==> config.mk <==
export PLATFORM = sky130hd
export DESIGN_NAME = smma_ctrl_flat
export DESIGN_NICKNAME = d
export VERILOG_FILES = /design/src/smma_pkg.sv /design/src/smma_in_if.sv /design/src/smma_ctrl.sv /design/src/flat_wrapper.sv
export SDC_FILE = /design/constraint.sdc
export NUM_CORES = 1
export LEC_CHECK = 0
export ABC_CLOCK_PERIOD_IN_PS = 5250
export BUFFER_PORTS_ARGS = -buffer_cell sky130_fd_sc_hd__buf_2
export CELL_PAD_IN_SITES_DETAIL_PLACEMENT = 0
export CELL_PAD_IN_SITES_GLOBAL_PLACEMENT = 1
export CORE_ASPECT_RATIO = 1.75
export CORE_MARGIN = 1
export CORE_UTILIZATION = 33
export DETAILED_ROUTE_END_ITERATION = 12
export PLACE_DENSITY_LB_ADDON = 0.2
export SLEW_MARGIN = 20
export SYNTH_ARGS = -nofsm -noshare
export SYNTH_HDL_FRONTEND = slang
export SYNTH_SLANG_ARGS = --single-unit
==> constraint.sdc <==
create_clock -name clk -period 5.25 [get_ports clk]
set_input_delay 1.05 -clock clk [delete_from_list [all_inputs] [get_ports clk]]
set_output_delay 1.05 -clock clk [all_outputs]
set_load 0.02 [all_outputs]
==> src/smma_pkg.sv <==
// Shared constants, command/status types and address helper for the matrix unit.
`default_nettype none

package smma_pkg;

  localparam int MAX_DIM = 8;
  localparam int DEPTH   = MAX_DIM * MAX_DIM;
  localparam int IDX_W   = $clog2(MAX_DIM);
  localparam int ADDR_W  = $clog2(DEPTH);

  localparam int MODE_W  = 2;
  localparam int POS_W   = 3;
  localparam int ELEM_W  = 16;
  localparam int SIZE_W  = 4;
  localparam int RES_W   = 34;
  localparam int PROD_W  = 2 * ELEM_W;
  localparam int ACC_W   = RES_W + 1;

  localparam logic [MODE_W-1:0] MODE_LOAD_A = 2'd0;
  localparam logic [MODE_W-1:0] MODE_LOAD_B = 2'd1;
  localparam logic [MODE_W-1:0] MODE_ADD    = 2'd2;
  localparam logic [MODE_W-1:0] MODE_MUL    = 2'd3;

  localparam logic [SIZE_W-1:0] SIZE_RESET = 4'd8;

  typedef struct packed {
    logic              wr_a;
    logic              wr_b;
    logic [ADDR_W-1:0] waddr;
    logic              rd;
    logic              first;
    logic              mul;
    logic [ADDR_W-1:0] a_addr;
    logic [ADDR_W-1:0] b_addr;
    logic              emit;
    logic              last;
    logic [IDX_W-1:0]  row;
    logic [IDX_W-1:0]  col;
  } smma_cmd_t;

  typedef struct packed {
    logic busy;       // terms still in the read/multiply pipe
    logic slot_free;  // output register can take a result this cycle
  } smma_status_t;

  function automatic logic [ADDR_W-1:0] elem_addr(input logic [IDX_W-1:0] r,
                                                  input logic [IDX_W-1:0] c);
    elem_addr = ADDR_W'(int'(r) * MAX_DIM + int'(c));
  endfunction

endpackage

`default_nettype wire

==> src/smma_in_if.sv <==
// Input channel: load and emit requests.
`default_nettype none

interface smma_in_if;
  logic                                valid;
  logic                                ready;
  logic        [smma_pkg::MODE_W-1:0]  mode;
  logic        [smma_pkg::POS_W-1:0]   row;
  logic        [smma_pkg::POS_W-1:0]   column;
  logic signed [smma_pkg::ELEM_W-1:0]  element;

  modport source (output valid, output mode, output row, output column, output element,
                  input ready);
  modport sink   (input valid, input mode, input row, input column, input element,
                  output ready);
endinterface

`default_nettype wire

==> src/smma_ctrl.sv <==
// Controller: size register, request decode and element/term sequencing.
`default_nettype none

module smma_ctrl (
  input  wire logic                          clk,
  input  wire logic                          rst,
  input  wire logic                          cfg_write_en,
  input  wire logic [smma_pkg::SIZE_W-1:0]   cfg_write_data,
  smma_in_if.sink                            request,
  input  wire smma_pkg::smma_status_t        status,
  output smma_pkg::smma_cmd_t                cmd
);

  localparam logic [1:0] S_IDLE  = 2'd0;
  localparam logic [1:0] S_ISSUE = 2'd1;
  localparam logic [1:0] S_DRAIN = 2'd2;

  logic [1:0]                    state, state_next;
  logic [smma_pkg::SIZE_W-1:0]   matrix_size;
  logic                          mul_mode, mul_mode_next;
  logic [smma_pkg::IDX_W-1:0]    i, i_next, j, j_next, k, k_next;
  logic [smma_pkg::IDX_W-1:0]    n_m1;
  logic                          accept, in_range, last_term, last_elem;

  always_ff @(posedge clk) begin
    if (rst) begin
      matrix_size <= smma_pkg::SIZE_RESET;
    end else if (cfg_write_en) begin
      matrix_size <= cfg_write_data;
    end
  end

  // zero means one, anything past the store size saturates
  always_comb begin
    if (matrix_size == '0) begin
      n_m1 = '0;
    end else if (int'(matrix_size) >= smma_pkg::MAX_DIM) begin
      n_m1 = smma_pkg::IDX_W'(smma_pkg::MAX_DIM - 1);
    end else begin
      n_m1 = smma_pkg::IDX_W'(matrix_size - 1'b1);
    end
  end

  assign request.ready = (state == S_IDLE);
  assign accept        = request.valid && request.ready;
  assign in_range      = (int'(request.row) < smma_pkg::MAX_DIM) &&
                         (int'(request.column) < smma_pkg::MAX_DIM);
  assign last_term     = !mul_mode || (k == n_m1);
  assign last_elem     = (i == n_m1) && (j == n_m1);

  always_comb begin
    state_next    = state;
    mul_mode_next = mul_mode;
    i_next        = i;
    j_next        = j;
    k_next        = k;

    cmd        = '0;
    cmd.waddr  = smma_pkg::elem_addr(request.row[smma_pkg::IDX_W-1:0],
                                     request.column[smma_pkg::IDX_W-1:0]);
    cmd.mul    = mul_mode;
    cmd.first  = (k == '0);
    cmd.a_addr = mul_mode ? smma_pkg::elem_addr(i, k) : smma_pkg::elem_addr(i, j);
    cmd.b_addr = mul_mode ? smma_pkg::elem_addr(k, j) : smma_pkg::elem_addr(i, j);
    cmd.last   = last_elem;
    cmd.row    = i;
    cmd.col    = j;

    case (state)
      S_IDLE: begin
        if (accept) begin
          case (request.mode)
            smma_pkg::MODE_LOAD_A: cmd.wr_a = in_range;
            smma_pkg::MODE_LOAD_B: cmd.wr_b = in_range;
            smma_pkg::MODE_ADD, smma_pkg::MODE_MUL: begin
              mul_mode_next = (request.mode == smma_pkg::MODE_MUL);
              i_next        = '0;
              j_next        = '0;
              k_next        = '0;
              state_next    = S_ISSUE;
            end
            default: ;
          endcase
        end
      end
      S_ISSUE: begin
        cmd.rd = 1'b1;
        if (last_term) begin
          k_next     = '0;
          state_next = S_DRAIN;
        end else begin
          k_next = k + 1'b1;
        end
      end
      S_DRAIN: begin
        if (!status.busy && status.slot_free) begin
          cmd.emit = 1'b1;
          if (last_elem) begin
            state_next = S_IDLE;
          end else begin
            state_next = S_ISSUE;
            if (j == n_m1) begin
              j_next = '0;
              i_next = i + 1'b1;
            end else begin
              j_next = j + 1'b1;
            end
          end
        end
      end
      default: state_next = S_IDLE;
    endcase
  end

  always_ff @(posedge clk) begin
    if (rst) begin
      state    <= S_IDLE;
      mul_mode <= 1'b0;
      i        <= '0;
      j        <= '0;
      k        <= '0;
    end else begin
      state    <= state_next;
      mul_mode <= mul_mode_next;
      i        <= i_next;
      j        <= j_next;
      k        <= k_next;
    end
  end

endmodule

`default_nettype wire

==> src/flat_wrapper.sv <==
// flat-port wrapper written by rule: the top's interface ports become plain ports
module smma_ctrl_flat 
  (clk, rst, cfg_write_en, cfg_write_data, status, cmd, request_valid, request_mode, request_row, request_column, request_element, request_ready);
  smma_in_if request_i ();
  input  wire logic clk;
  input  wire logic rst;
  input  wire logic cfg_write_en;
  input  wire logic [smma_pkg::SIZE_W-1:0] cfg_write_data;
  input  wire smma_pkg::smma_status_t status;
  output smma_pkg::smma_cmd_t cmd;
  input wire logic [$bits(request_i.valid)-1:0] request_valid;
  input wire logic [$bits(request_i.mode)-1:0] request_mode;
  input wire logic [$bits(request_i.row)-1:0] request_row;
  input wire logic [$bits(request_i.column)-1:0] request_column;
  input wire logic [$bits(request_i.element)-1:0] request_element;
  output wire logic [$bits(request_i.ready)-1:0] request_ready;
  assign request_i.valid = request_valid;
  assign request_i.mode = request_mode;
  assign request_i.row = request_row;
  assign request_i.column = request_column;
  assign request_i.element = request_element;
  assign request_ready = request_i.ready;
  smma_ctrl u_core (.clk(clk), .rst(rst), .cfg_write_en(cfg_write_en), .cfg_write_data(cfg_write_data), .request(request_i), .status(status), .cmd(cmd));
endmodule
==> flow_summary.yaml <==
run_status:
  status: "complete, no violations"
cts:
  cts_buffers: 3
  post-cts-setup-buffer-count: 0
  clk_pin_slew_ns: 0.06
  cts_tree: "done"
  cts_root_buf: "clkbuf_8"
  cts-resized-gates: 0
  cts_max_level: 1
  worst_skew_pair.late_latency_ns: 0.26
  numClockSinks: 16
  postCtsHoldBufs: 0
  cts_buffer_depth: 2
sta:
  setup_viol: 0
  max_freq_mhz: 283.4
  worst_pin_slew_ns: 0.4944
  max_slew_margin_pct: 66.89
  period_minus_slack_ns: 3.529
  rsz0062_at_grt: "no"
  slew_viol_final: 0
  hold_violations: 0
  setup_tns_ns: 0
  fin_worst_skew_ns: 0.004555
  fin_crit_sh_pct: 67.21
floorplan:
  die_width_um: 48.80
  core_mm2: 0.003628
  pin_count: 66
  die_y_um: 83.90
  die-area_mm2: 0.004094
  placementRows: 29
  start_util_pct: 34.86
detailed_routing:
  routed_wl_mm: 3.082
  wl_per_cell_um: 13.46
  drt-initial-drc-count: 22
  vias_per_cell: 5.231
  route.detailed.drc: 0
  vias: 1198
  ant_nets: 0
  firstDrtPassIters: 4
power:
  max-vdd-ir-drop_mv: 0.1432
  p_int_uw: 216.0
  seq_power_share_pct: 43.9
  swShare_pct: 29.14
  combPwrFrac_pct: 18.8
  p_per_area_mw_per_mm2: 214.1
  power_frac_clock_pct: 37.4
  cellLeakagePower_nw: 0.6170
  total_power_uw: 304.9
  p_sw_uw: 88.86
synthesis:
  ys_seq_area_share_pct: 25.32
  ys_types: 47
  yosys_warnings: 0
  yosysTopAreaCell: "dfxtp_1"
  synthTopCellsByArea: "dfxtp_1, buf_4, ha_1"
  synth_fp_nets: 203
  synth_top_cell_area_share_pct: 25.32
  async_flop_share_pct: 0
  syn_inst: 164
  synthesis.area_mm2: 0.001265
  ys_ff_latch: 16
  ys.flop_type: "dfxtp_1"
  avgSynthCellArea_um2: 7.713
  synth_edf_count: 0
critical_path:
  required_ns: 4.20
  critPathSlowestCell: "dfxtp_1"
  critPathMaxStageDelay_ns: 0.46
  worst-path-max-fanout: 8
  cp_cell_sequence: "inv_1 > ha_1 > and2b_1 > a21oi_1 > or3_1 > a21oi_1 > and2_1 > buf_2"
  critPathCaptureType: "primary output"
  cp_common_cell: "a21oi_1"
  cp.arrival_ns: 2.48
  path_class: "flip-flop to primary output"
  startpoint_type: "flip-flop"
grt:
  grt_pass1_wl_mm: 5.195
  grt_remaining_overflow: 0
  antenna_found_initial: 0
  grt_pass1_vias: 1119
  grt_util_all_layers_pct: 16.13
  grt_max_degree: 19
placement:
  portBuffers: 37
  dp_hpwl_mm: 2.341
  routabilityCongestion: 0.8164
  dpl_cell_area_mm2: 0.001369
finish:
  n_fill_cell: 403
  mostFrequentLayoutCells: "buf_2, nor2_1, dfxtp_1, inv_1"
  utilization_pct: 39.24
  drive_above_1_share_pct: 24.04
  fin_nets: 223
  multi_input_area_um2: 757.0
  syn_to_final_growth_pct: 12.56
  final_common_cell: "buf_2"
  regArea_um2: 320.3
  antenna_cells: 0
  final_area_mm2: 0.001424
worst_hold_path:
  hold_path.class: "flip-flop to flip-flop"
flow_run:
  max-cap-violations: 0
==> metal layers <==
metal / vias up / GRT usage, % / share of wire (%)
met5: - / 0 / 0
met3: 5 / 2.550 / 4.1
met4: 0 / 8.021 / 2.0
li1: 603 / - / -
met2: 42 / 28.41 / 51
met1: 548 / 18.27 / 43
==> sequential cells by signal, indices dropped and copies added (netlist names) <==
signal              cells
u_core.state            2
u_core.k                3
u_core.mul_mode         1
u_core.matrix_size      4
u_core.i                3
u_core.j                3
==> critical path, delay by kind of cell (launching register included) <==
kind	cells	cell delay, ns
flops	1	0.46
simple gates	3	0.82
fa+ha+maj	1	0.31
buf+inv	2	0.30
compound gates	2	0.33
==> cell usage after synthesis, types with 4 or more instances <==
cell	instances
dfxtp_1	16
mux2i_1	5
a21oi_1	7
o21ai_0	7
inv_1	13
buf_4	15
ha_1	5
nor2b_1	4
nand3b_1	4
nand2_1	6
xnor2_1	4
nor2_1	16
a31oi_1	4
nand2b_1	5
clkbuf_1	7
==> power by group through the flow <==
stage | clock network, mW | logic (mW) | registers (mW)
5_1_grt | 0.123 | 0.0632 | 0.135
2_1_floorplan | 0 | 0.0510 | 0.133
6_report | 0.114 | 0.0572 | 0.134
4_1_cts | 0.118 | 0.0575 | 0.134
3_3_place_gp | 0 | 0.0559 | 0.136
3_5_place_dp | 0 | 0.0572 | 0.137
==> final timing paths <==
kind,start,endpoint,slack [ns],cells after the start
max,u_core.matrix_size[0],cmd[6],1.72,8
min,u_core.matrix_size[1],u_core.matrix_size[1],0.50,2
max reg2reg,u_core.matrix_size[0],u_core.i[2],2.42,9
min reg2reg,u_core.matrix_size[1],u_core.matrix_size[1],0.50,2
==> kinds of logic (layout without fill, tap and decap cells) <==
kind of cell	after synthesis	in the layout	synth area share, %
buffers and inverters	35	54	14.84
adder cells (fa/ha/maj)	5	5	4.946
XOR/XNOR	5	5	3.462
multiplexers	5	5	3.957
AND/OR/NAND/NOR	61	61	27.89
flip-flops	16	16	25.32
AO/OA/AOI/OAI	37	37	19.58
==> final cells by class <==
type / count / share of cell area (%)
Timing Repair Buffer: 37 / 13.01
Tap cell: 46 / 4.042
Multi-Input combinational cell: 113 / 53.16
Inverter: 13 / 3.427
Sequential cell: 16 / 22.50
Clock buffer: 4 / 3.866
==> metrics by stage <==
| stage | std cells | hold slack [ns] | setup WS [ns] |
|---|---|---|---|
| after floorplan | 164 | 0.4604 | 2.322 |
| after global placement | 225 | 0.4799 | 2.002 |
| after detailed placement | 225 | 0.4814 | 1.985 |
| after CTS | 229 | 0.4997 | 1.688 |
| after global routing | 229 | 0.5655 | 1.541 |
| final | 229 | 0.4962 | 1.721 |
(Power assumes the default switching activity.)
