`config.mk`:
```
export PLATFORM = sky130hd
export DESIGN_NAME = smma_dp_flat
export DESIGN_NICKNAME = d
export VERILOG_FILES = /design/src/smma_pkg.sv /design/src/smma_out_if.sv /design/src/smma_ram.sv /design/src/smma_dp.sv /design/src/flat_wrapper.sv
export SDC_FILE = /design/constraint.sdc
export NUM_CORES = 2
export LEC_CHECK = 0
export BUFFER_PORTS_ARGS = -buffer_cell sky130_fd_sc_hd__buf_2
export CORE_MARGIN = 2
export CORE_UTILIZATION = 50
export DETAILED_ROUTE_END_ITERATION = 6
export GPL_TIMING_DRIVEN = 0
export PLACE_DENSITY_LB_ADDON = 0.2
export RECOVER_POWER = 50
export SYNTH_ARGS = -nofsm -noshare
export SYNTH_HDL_FRONTEND = slang
export SYNTH_SLANG_ARGS = --single-unit
```
`constraint.sdc`:
```
create_clock -name clk -period 13.7 [get_ports clk]
set_clock_uncertainty 0.1 [all_clocks]
set_input_delay 0 -clock clk [delete_from_list [all_inputs] [get_ports clk]]
set_output_delay 0 -clock clk [all_outputs]
set_load 0.02 [all_outputs]
```
`src/smma_pkg.sv`:
```
// Shared constants, command/status types and address helper for the matrix unit.
`default_nettype none

package smma_pkg;

  localparam int MAX_DIM = 8;
  localparam int DEPTH   = MAX_DIM * MAX_DIM;
  localparam int IDX_W   = $clog2(MAX_DIM);
  localparam int ADDR_W  = $clog2(DEPTH);

  localparam int MODE_W  = 2;
  localparam int POS_W   = 3;
  localparam int ELEM_W  = 16;
  localparam int SIZE_W  = 4;
  localparam int RES_W   = 34;
  localparam int PROD_W  = 2 * ELEM_W;
  localparam int ACC_W   = RES_W + 1;

  localparam logic [MODE_W-1:0] MODE_LOAD_A = 2'd0;
  localparam logic [MODE_W-1:0] MODE_LOAD_B = 2'd1;
  localparam logic [MODE_W-1:0] MODE_ADD    = 2'd2;
  localparam logic [MODE_W-1:0] MODE_MUL    = 2'd3;

  localparam logic [SIZE_W-1:0] SIZE_RESET = 4'd8;

  typedef struct packed {
    logic              wr_a;
    logic              wr_b;
    logic [ADDR_W-1:0] waddr;
    logic              rd;
    logic              first;
    logic              mul;
    logic [ADDR_W-1:0] a_addr;
    logic [ADDR_W-1:0] b_addr;
    logic              emit;
    logic              last;
    logic [IDX_W-1:0]  row;
    logic [IDX_W-1:0]  col;
  } smma_cmd_t;

  typedef struct packed {
    logic busy;       // terms still in the read/multiply pipe
    logic slot_free;  // output register can take a result this cycle
  } smma_status_t;

  function automatic logic [ADDR_W-1:0] elem_addr(input logic [IDX_W-1:0] r,
                                                  input logic [IDX_W-1:0] c);
    elem_addr = ADDR_W'(int'(r) * MAX_DIM + int'(c));
  endfunction

endpackage

`default_nettype wire

```
`src/smma_out_if.sv`:
```
// Output channel: emitted result elements.
`default_nettype none

interface smma_out_if;
  logic                               valid;
  logic                               ready;
  logic        [smma_pkg::POS_W-1:0]  out_row;
  logic        [smma_pkg::POS_W-1:0]  out_column;
  logic signed [smma_pkg::RES_W-1:0]  result_value;
  logic                               last;

  modport source (output valid, output out_row, output out_column, output result_value,
                  output last, input ready);
  modport sink   (input valid, input out_row, input out_column, input result_value,
                  input last, output ready);
endinterface

`default_nettype wire

```
`src/smma_ram.sv`:
```
// Generic simple dual-port RAM with registered read.
`default_nettype none

module smma_ram #(
  parameter int WIDTH = 16,
  parameter int DEPTH = 64
) (
  input  wire logic                     clk,
  input  wire logic                     we,
  input  wire logic [$clog2(DEPTH)-1:0] waddr,
  input  wire logic [WIDTH-1:0]         wdata,
  input  wire logic                     re,
  input  wire logic [$clog2(DEPTH)-1:0] raddr,
  output logic      [WIDTH-1:0]         rdata
);

  logic [WIDTH-1:0] mem [DEPTH];

  always_ff @(posedge clk) begin
    if (we) begin
      mem[waddr] <= wdata;
    end
    if (re) begin
      rdata <= mem[raddr];
    end
  end

endmodule

`default_nettype wire

```
`src/smma_dp.sv`:
```
// Datapath: element stores, multiply/add stage, accumulator and output register.
`default_nettype none

module smma_dp (
  input  wire logic                                clk,
  input  wire logic                                rst,
  input  wire logic signed [smma_pkg::ELEM_W-1:0]  element,
  input  wire smma_pkg::smma_cmd_t                 cmd,
  output smma_pkg::smma_status_t                   status,
  smma_out_if.source                               response
);

  logic        [smma_pkg::ELEM_W-1:0]  a_raw, b_raw;
  logic signed [smma_pkg::ELEM_W-1:0]  a_val, b_val;
  logic                                rd_valid, rd_first, rd_mul;
  logic                                mul_valid, mul_first;
  logic signed [smma_pkg::PROD_W-1:0]  term;
  logic signed [smma_pkg::ACC_W-1:0]   acc;
  logic signed [smma_pkg::RES_W-1:0]   acc_sat;
  logic                                out_valid;

  smma_ram #(.WIDTH(smma_pkg::ELEM_W), .DEPTH(smma_pkg::DEPTH)) u_store_a (
    .clk   (clk),
    .we    (cmd.wr_a),
    .waddr (cmd.waddr),
    .wdata (element),
    .re    (cmd.rd),
    .raddr (cmd.a_addr),
    .rdata (a_raw)
  );

  smma_ram #(.WIDTH(smma_pkg::ELEM_W), .DEPTH(smma_pkg::DEPTH)) u_store_b (
    .clk   (clk),
    .we    (cmd.wr_b),
    .waddr (cmd.waddr),
    .wdata (element),
    .re    (cmd.rd),
    .raddr (cmd.b_addr),
    .rdata (b_raw)
  );

  assign a_val = signed'(a_raw);
  assign b_val = signed'(b_raw);

  always_ff @(posedge clk) begin
    if (rst) begin
      rd_valid  <= 1'b0;
      mul_valid <= 1'b0;
    end else begin
      rd_valid  <= cmd.rd;
      mul_valid <= rd_valid;
    end
  end

  always_ff @(posedge clk) begin
    rd_first  <= cmd.first;
    rd_mul    <= cmd.mul;
    mul_first <= rd_first;
    if (rd_valid) begin
      if (rd_mul) begin
        term <= a_val * b_val;
      end else begin
        term <= smma_pkg::PROD_W'(a_val) + smma_pkg::PROD_W'(b_val);
      end
    end
    if (mul_valid) begin
      acc <= mul_first ? smma_pkg::ACC_W'(term) : acc + smma_pkg::ACC_W'(term);
    end
  end

  // only an all-min-operand dot product leaves the result range (upward)
  always_comb begin
    if (acc[smma_pkg::ACC_W-1] != acc[smma_pkg::ACC_W-2]) begin
      acc_sat = acc[smma_pkg::ACC_W-1] ? {1'b1, {(smma_pkg::RES_W-1){1'b0}}}
                                       : {1'b0, {(smma_pkg::RES_W-1){1'b1}}};
    end else begin
      acc_sat = acc[smma_pkg::RES_W-1:0];
    end
  end

  always_ff @(posedge clk) begin
    if (rst) begin
      out_valid <= 1'b0;
    end else if (cmd.emit) begin
      out_valid <= 1'b1;
    end else if (response.ready) begin
      out_valid <= 1'b0;
    end
  end

  always_ff @(posedge clk) begin
    if (cmd.emit) begin
      response.out_row      <= smma_pkg::POS_W'(cmd.row);
      response.out_column   <= smma_pkg::POS_W'(cmd.col);
      response.result_value <= acc_sat;
      response.last         <= cmd.last;
    end
  end

  assign response.valid   = out_valid;
  assign status.busy      = rd_valid || mul_valid;
  assign status.slot_free = !out_valid || response.ready;

endmodule

`default_nettype wire

```
`src/flat_wrapper.sv`:
```
// flat-port wrapper written by rule: the top's interface ports become plain ports
module smma_dp_flat 
  (clk, rst, element, cmd, status, response_valid, response_out_row, response_out_column, response_result_value, response_last, response_ready);
  smma_out_if response_i ();
  input  wire logic clk;
  input  wire logic rst;
  input  wire logic signed [smma_pkg::ELEM_W-1:0] element;
  input  wire smma_pkg::smma_cmd_t cmd;
  output smma_pkg::smma_status_t status;
  output wire logic [$bits(response_i.valid)-1:0] response_valid;
  output wire logic [$bits(response_i.out_row)-1:0] response_out_row;
  output wire logic [$bits(response_i.out_column)-1:0] response_out_column;
  output wire logic [$bits(response_i.result_value)-1:0] response_result_value;
  output wire logic [$bits(response_i.last)-1:0] response_last;
  input wire logic [$bits(response_i.ready)-1:0] response_ready;
  assign response_valid = response_i.valid;
  assign response_out_row = response_i.out_row;
  assign response_out_column = response_i.out_column;
  assign response_result_value = response_i.result_value;
  assign response_last = response_i.last;
  assign response_i.ready = response_ready;
  smma_dp u_core (.clk(clk), .rst(rst), .element(element), .cmd(cmd), .status(status), .response(response_i));
endmodule
```
==> flow_metrics.tcl <==
set metrics [dict create \
    finalHoldViolCount 0 \
    cp_max_fo 10 \
    grt_max_degree 97 \
    root_buffer "clkbuf_16" \
    htree_levels 4 \
    wl_per_cell_um 29.6 \
    finalMaxSlewViolations 2121 \
    synth-main-ff-cell "edfxtp_1" \
    fin_cells 7924 \
    cts.repair.resized 0 \
    comb_power_share_pct 43.4 \
    violations "capacitance limit, slew limit" \
    rr_worst_depth 21 \
    rows 160 \
    final_nets 5668 \
    ys_types 68 \
    drc_errors 0 \
    cp.required_ns 14.21 \
    ff_latch_area_sq_um 65800 \
    placed_area_sq_um 101000 \
    ys_top_cells_by_area "edfxtp_1, mux4_2, fa_1, ha_1, inv_1" \
    core_area_sq_um 190000 \
    cts_hold_buffers 63 \
    grt_setup_unrepaired "false" \
    synth_top_cell_area_share_pct 68.9 \
    hold_path.class "input pin to register" \
    die_x_um 441 \
    portBuffers 77 \
    cts.clk_slew.worst_paths_ns 0.06 \
    routabilityCongestion 0.877 \
    cts_setup_buffers 0 \
    cts_tree "done" \
    cts_inserted_buffers 214 \
    synth_edf_count 2188 \
    cap_violations 34 \
    p_clk_share_pct 24.0 \
    crit_path_start_kind "register" \
    ctsLongestPathBuffers 3 \
    swShare_pct 34.9 \
    syn_inst 4757 \
    drtIter0Drc 5309 \
    clock.fmax_mhz 127 \
    async_flop_share_pct 0 \
    final_antenna_net_count 0 \
    synth_area_sq_um 95400 \
    drive_above_1_share_pct 23.7 \
    synth-seq-area-share_pct 69.0 \
    start_util_pct 50.2 \
    power_switching_w 0.00842 \
    p_leak_nw 36.1 \
    critPathArrivalTime_ns 8.37 \
    grt_pass1_wl_um 338000 \
    final_cell_area_sq_um 108000 \
    slew-limit-headroom_pct -272 \
    peakVddDrop_v 0.000522 \
    period_minus_slack_ns 7.86 \
    via_per_inst 5.98 \
    crit_type "register to register" \
    multiInputGateArea_sq_um 27800 \
    end_kind "register" \
    clk_latency_ns 0.87 \
    first_global_vias 48000 \
    synthToLayoutAreaGrowth_pct 13.3 \
    avgSynthCellArea_sq_um 20.1 \
    num_vias 47400 \
    p_int_w 0.0157 \
    power_density_nw_per_um2 223 \
    ios 94 \
    fin_setup_tns_ns 0 \
    min_path_cells 3 \
    die-area_sq_um 194000 \
    fill_cells 14000 \
    gr-total-overflow 0 \
    synth_top_area_cell "edfxtp_1" \
    die_h_um 441 \
    synth_fp_nets 5206 \
    setup_ws_ns 5.84 \
    antenna_found_initial 27 \
    place_hpwl_um 159000 \
    grt_usage_pct 24.5 \
    tightest_slew_ns 5.59 \
    wl_um 235000 \
    cts_sinks 2194 \
    yosys_warnings 0 \
    place_ws_ns 5.90 \
    synth-seq-cells 2194 \
    setup_violations 0 \
    drt-pass1-iter-count 5 \
    dp_cells 7451 \
    status "complete, but fails checks" \
    p_seq_share_pct 32.6 \
    finalCritPeriodShare_pct 57.4 \
]
-- worst paths after layout --
path | from | to | slack (ns)
min reg2reg | u_core.rd_first$_DFF_P_ | u_core.mul_first$_DFF_P_ | 0.24
max | u_core.u_store_a.rdata[15]$_DFFE_PP_ | u_core.term[31]$_DFFE_PP_ | 5.84
min | cmd[27] | u_core.u_store_a.mem[63][9]$_DFFE_PP_ | 0.13
max reg2reg | u_core.u_store_a.rdata[15]$_DFFE_PP_ | u_core.term[31]$_DFFE_PP_ | 5.84
-- Yosys cell counts, drive strengths merged (3+ instances only) --
master	number
inv	320
mux4	672
ha	135
xnor2	35
o21a	16
nor2b	14
edfxtp	2188
or3	7
nand2	185
buf	78
o41ai	6
o21ai	66
nor4	4
clkbuf	140
a211oi	9
xor2	29
o21bai	6
o31ai	12
a31oi	9
fa	264
or2	5
a2111oi	5
nor3	11
a21boi	3
and3	13
a21o	79
nand2b	13
nor2	179
a21oi	61
and2	125
a31o	6
dfxtp	6
nand3	20
nand4	3
nand3b	4
-- power by group through the flow --
stage	combinational [W]	clock [W]	sequential, W
detailed placement	0.0103	0	0.00798
global route	0.0117	0.00613	0.00787
floorplan	0.00778	0	0.00796
global placement	0.0103	0	0.00799
CTS	0.0105	0.00588	0.00784
finish	0.0105	0.00579	0.00786
-- metal layers --
layer	wire [um]	GRT usage, %	part of all wire, %
met5	71	0	0.030
met4	5150	5.84	2.2
met3	20200	5.09	8.6
met2	112000	38.4	48
met1	97400	35.7	41
-- stage by stage --
stage                     total power, W  hold slack (ns)  util, %
after floorplan                   0.0157          -0.0723        -
after global placement            0.0182           0.0205     52.1
after detailed placement          0.0183           0.0145     53.2
after CTS                         0.0242           0.0372     57.2
after global routing              0.0257            0.134     56.9
final                             0.0241            0.133     56.9
-- cells by family after synthesis --
family / count (synthesis) / synth area share, %
buffers and inverters: 538 / 2.18
muxes: 676 / 15.9
and+or+nand+nor: 591 / 2.91
AOI/OAI and AO/OA: 295 / 2.13
adders and majority gates: 399 / 7.31
xor gates and xnor gates: 64 / 0.587
DFF: 2194 / 69.0
-- critical path, cell delays in order, from the launching register on --
cell	delay (ns)
edfxtp_1	0.40
clkbuf_1	0.42
clkbuf_1	0.48
nand2_1	0.18
inv_1	0.18
fa_1	0.56
fa_1	0.98
fa_1	0.55
fa_1	0.55
fa_1	0.50
inv_1	0.05
fa_1	0.51
inv_1	0.05
ha_1	0.41
and3_1	0.23
nand3_1	0.16
inv_1	0.09
a31oi_1	0.17
a31o_2	0.32
o311ai_1	0.39
xnor2_1	0.13
a21o_1	0.20
-- state kept, by name, indices dropped and copies added (netlist names) --
name / count
u_core.u_store_a.mem: 1024
u_core.u_store_b.mem: 1024
u_core.acc: 35
u_core.response.result_value: 34
u_core.term: 32
u_core.u_store_a.rdata: 16
u_core.u_store_b.rdata: 16
u_core.response.out_column: 3
u_core.response.out_row: 3
u_core.mul_first: 1
u_core.mul_valid: 1
u_core.rd_first: 1
u_core.rd_mul: 1
u_core.rd_valid: 1
u_core.response.last: 1
u_core.response.valid: 1
-- area by class of cell --
cell class,instances,share of cell area [%]
Antenna cell,9,0.0208
Timing Repair Buffer,246,2.11
Inverter,320,1.11
Tap cell,2511,2.91
Multi-Input combinational cell,2025,25.7
Clock buffer,258,5.15
Buffer,218,0.825
Clock inverter,143,1.23
Sequential cell,2194,60.9
-- cells in the final DEF (no fill, tap or decap), drive strengths merged, types with 61 or more instances in the layout --
cell type and count:
clkbuf 482, a21o 79, and2 125, a21oi 61
inv 330, ha 135, edfxtp 2188, o21ai 66
mux4 672, nor2 179, fa 264, nand2 185
buf 180, clkinv 103
Note: power is estimated with default switching activity, not from simulation.
